File: src/sv/hmsd_pkg.sv
// Shared types, constants and helpers of the height map step detector.
// Used by every module of the block; depends on nothing else.
package hmsd_pkg;

	localparam int MAX_ROW_WIDTH = 256;
	localparam int MAX_ROW_TOTAL = 4096;
	localparam int MIN_DIM       = 3;
	localparam int HEIGHT_BITS   = 16;
	localparam int COL_BITS      = $clog2(MAX_ROW_WIDTH);
	localparam int ROW_BITS      = $clog2(MAX_ROW_TOTAL);
	localparam int TOL_BITS      = 16;
	localparam int WIDTH_BITS    = 9;
	localparam int TOTAL_BITS    = 13;
	localparam int CFG_BITS      = 16;
	localparam int CHAIN_LEN     = 3;

	localparam logic [TOL_BITS-1:0]   TOL_RESET   = 16'd8;
	localparam logic [WIDTH_BITS-1:0] WIDTH_RESET = 9'd161;
	localparam logic [TOTAL_BITS-1:0] TOTAL_RESET = 13'd161;

	typedef enum logic [1:0] {
		REG_STEP_TOL  = 2'd0,
		REG_ROW_WIDTH = 2'd1,
		REG_ROW_TOTAL = 2'd2
	} reg_index_t;

	typedef enum logic [1:0] {
		CLASS_UNKNOWN  = 2'd0,
		CLASS_OCCUPIED = 2'd1,
		CLASS_FREE     = 2'd2
	} class_t;

	typedef struct packed {
		logic signed [HEIGHT_BITS-1:0] cell_height;
		logic                          cell_known;
	} cell_t;

	typedef struct packed {
		class_t cell_class;
		logic   frame_last;
	} result_t;

	typedef struct packed {
		logic                          known;
		logic signed [HEIGHT_BITS-1:0] height;
	} sample_t;

	typedef struct packed {
		sample_t top;
		sample_t mid;
		sample_t bot;
	} column_t;

	typedef struct packed {
		logic emit;
		logic cls_en;
		logic last;
	} ctrl_t;

	// A neighbor is steep when its height differs from the center by at least
	// the tolerance. An unknown neighbor counts as equal to the center.
	function automatic logic hmsd_steep(logic signed [HEIGHT_BITS-1:0] centre,
			sample_t nb, logic [TOL_BITS-1:0] tol);
		logic signed [HEIGHT_BITS:0] diff;
		logic        [HEIGHT_BITS:0] mag;
		diff = nb.known ? ({nb.height[HEIGHT_BITS-1], nb.height}
			- {centre[HEIGHT_BITS-1], centre}) : '0;
		mag = diff[HEIGHT_BITS] ? (HEIGHT_BITS+1)'(1) + ~diff : diff;
		return mag >= {1'b0, tol};
	endfunction

endpackage

File: src/sv/hmsd_column_cell.sv
// One column of the three-column neighborhood window.
// Takes a column from its neighbor on each shift and hands its own on.
// Depends on hmsd_pkg.
module hmsd_column_cell import hmsd_pkg::*; (
	input  logic    clk,
	input  logic    shift,
	input  column_t col_in,
	output column_t col_out
);

	column_t col_q;

	always_ff @(posedge clk) begin
		if (shift) begin
			col_q <= col_in;
		end
	end

	assign col_out = col_q;

endmodule

File: config.mk
export PLATFORM = sky130hd
export DESIGN_NAME = hmsd_column_cell
export DESIGN_NICKNAME = d
export VERILOG_FILES = /design/src/sv/hmsd_pkg.sv /design/src/sv/hmsd_column_cell.sv
export SDC_FILE = /design/constraint.sdc
export NUM_CORES = 1
export LEC_CHECK = 0
export BUFFER_PORTS_ARGS = -buffer_cell sky130_fd_sc_hd__buf_4
export CELL_PAD_IN_SITES_DETAIL_PLACEMENT = 2
export CELL_PAD_IN_SITES_GLOBAL_PLACEMENT = 2
export CORE_ASPECT_RATIO = 1.75
export CORE_MARGIN = 2
export CORE_UTILIZATION = 28
export CTS_BUF_LIST = sky130_fd_sc_hd__clkbuf_2 sky130_fd_sc_hd__clkbuf_4 sky130_fd_sc_hd__clkbuf_8
export DETAILED_ROUTE_END_ITERATION = 16
export GPL_TIMING_DRIVEN = 0
export PLACE_DENSITY_LB_ADDON = 0.3
export SYNTH_ARGS = -nofsm -noshare
export SYNTH_HDL_FRONTEND = slang
export SYNTH_SLANG_ARGS = --single-unit
File: constraint.sdc
create_clock -name clk -period 0.8 [get_ports clk]
set_clock_uncertainty 0.1 [all_clocks]
set_input_delay 0.04 -clock clk [delete_from_list [all_inputs] [get_ports clk]]
set_output_delay 0.04 -clock clk [all_outputs]
set_load 0.01 [all_outputs]
# After elaboration in Yosys (flattened, before gate mapping)
# Index checks and enable logic that the tools add are counted.
# totals
inputBits,53
wordCells,6
register_bits,51

# Depth between registers and ports, before layout
# logic_depth
depth_word,0
ltp_mapped,0

# Worst setup path after synthesis
# Ideal clock, no wire load.
# synth_timing
path_kind,register to output
start,"reg col_q, in the netlist col_out[0]"
end,out col_out[0] in the netlist's numbering
arrival_ps,394
required_time_ps,660
slack_ps,266
path_stages_with_launch,1
cell_sequence,edfxtp_1
# synth_lines
item,line_no,source
from (decl),hmsd_column_cell.sv:11,column_t col_q;
from (signal assigned),hmsd_column_cell.sv:15,col_q <= col_in;
to (decl),hmsd_column_cell.sv:8,output column_t col_out
# No word-level cell between the ends.

# Worst setup path after layout
# layout_timing
start,"reg col_q, in the netlist col_out[2]"
end,out col_out[2] in the netlist's numbering
# No word-level cell between the ends.

==> results.yml <==
outcome:
  status: "finished with violations"
  violations: "setup timing"
critical_path:
  slowest_stage: "edfxtp_1"
  crit_chain: "buf_6"
  critPathBufInv: 1
  critical_path_class: "flop to output port"
  worstPathArrival_ns: 0.85
  worstPathRequired_ns: 0.66
  end_kind: "output port"
  path_max_fanout: 1
  slowest_delay_ns: 0.42
  cp_top_family: "flip-flops"
  worstSetupStartpointType: "flop"
sta:
  drv_slew: 0
  slew_headroom: 0.563
  fin_crit_ns: 0.994
  fin_crit_sh: 1.24
  layout_setup_ws_ns: -0.194
  fmax_mhz: 1010
  rsz0062_at_grt: "true"
  finalSetupViolations: 51
  fin_setup_tns_ns: -8.31
  worst_pin_slew_ns: 0.656
  hold_viol: 0
placed_design:
  dp_slack_ns: -0.264
  placed_area_um2: 2370
  port_buffers: 103
  gp_congestion: 0.615
synthesis:
  yosys_warnings: 0
  yosys.area.top_type: "edfxtp_1"
  synth.yosys.seq_area_share: 1.00
  synth_area_per_cell_um2: 30.0
  syn_area_um2: 1530
  synthCells: 51
  netlist.area_leader.share: 1.00
  synth_seq_cells: 51
  synth_fp_nets: 104
  ys_types: 1
  synth_area_leaders: "edfxtp_1 (100%)"
clock_network:
  cts_buffer_depth: 2
  root_buffer: "clkbuf_8"
  cts_tree: "yes"
  cts_max_level: 2
  clk_pin_slew_ns: 0.08
  clkSinkCount: 51
  cts_buffers: 5
route:
  drt-pass1-iter-count: 4
  wl_mm: 4.86
  ant_nets: 0
  avgRoutedWirePerCell_um: 18.1
  drt-initial-drc-count: 30
  num_vias: 1131
  drc: 0
  viasPerCell: 4.22
global_route:
  first_global_vias: 1339
  grt_pass1_wl_mm: 7.11
  grtUsageTotal: 0.171
  overflow: 0
  antenna_found_initial: 0
  grt_max_degree: 52
layout:
  antenna_cells: 0
  num-multi-input-gates: 0
  final_nets: 265
  drive_gt1_frac: 0.512
  syn_to_final_growth_pct: 106
  multiInputGateArea_um2: 0
  fin_area_um2: 3150
  n_fill_cell: 444
  finalCoreUtilization: 0.599
  largest_reg_flops: 51
die:
  die_h_um: 102
  core_area_um2: 5260
  io_pins: 104
  die-area_um2: 6100
  num_rows: 35
  die_x_um: 59.9
  start_util: 0.291
power_and_ir_drop:
  leakage_nw: 1.31
  ir_worst_vdd_mv: 1.30
  power_mw: 5.68
  power.density_nw_per_um2: 1800
hold_path:
  min_path_type: "input pin to flop"
flow_run:
  cap_violations: 0
==> layout by cell type (no fill, tap or decap), drive strengths merged <==
master       instances
buf                103
dlygate4sd3         51
clkinv               2
edfxtp              51
clkbuf               6
==> per-stage QoR <==
| step | cells | hold WS [ns] |
|---|---|---|
| after floorplan | 51 | 0.0389 |
| after global placement | 209 | 0.119 |
| after detailed placement | 209 | 0.119 |
| after CTS | 268 | 0.214 |
| after global routing | 268 | 0.223 |
| final | 268 | 0.202 |
==> timing repair <==
| item | CTS | global route |
|---|---|---|
| resized for setup | 36 | 12 |
| pin swaps | 0 | 0 |
| buffers inserted | 0 | 0 |
| setup endpoints to repair | 51 | 51 |
| hold buffers | 51 | 0 |
| endpoints found under the hold margin | 51 | 0 |
==> power breakdown <==
group | total (mW) | internal (mW) | switching (mW)
Sequential | 3.28 | 3.18 | 0.101
Clock | 1.41 | 0.632 | 0.777
Combinational | 0.990 | 0.665 | 0.325
Total | 5.68 | 4.48 | 1.20
==> kinds of logic after synthesis <==
| logic type | Yosys count | synth area share |
|---|---|---|
| flip-flops | 51 | 1.00 |
==> per-layer routing <==
layer	share of wire	GRT usage
met1	0.31	0.166
met2	0.62	0.324
met3	0.064	0.0633
met4	0.0078	0.0513
met5	0	0
==> Yosys cell counts (all sizes together) <==
| cell type | count |
|---|---|
| edfxtp | 51 |
==> cell type report <==
type	instances	area (µm²)	share of cell area
clock buffer	6	76.3	0.0242
clock inverter	2	7.51	0.00238
sequential	51	1530	0.486
tap	55	68.8	0.0219
timing repair buffer	154	1460	0.465
==> final timing paths <==
kind / cells after the start / end / start
setup / recovery: 1 / col_out[2] / col_out[2]
hold / removal: 1 / col_out[13] / shift
Note: power is estimated with default switching activity, not from simulation.
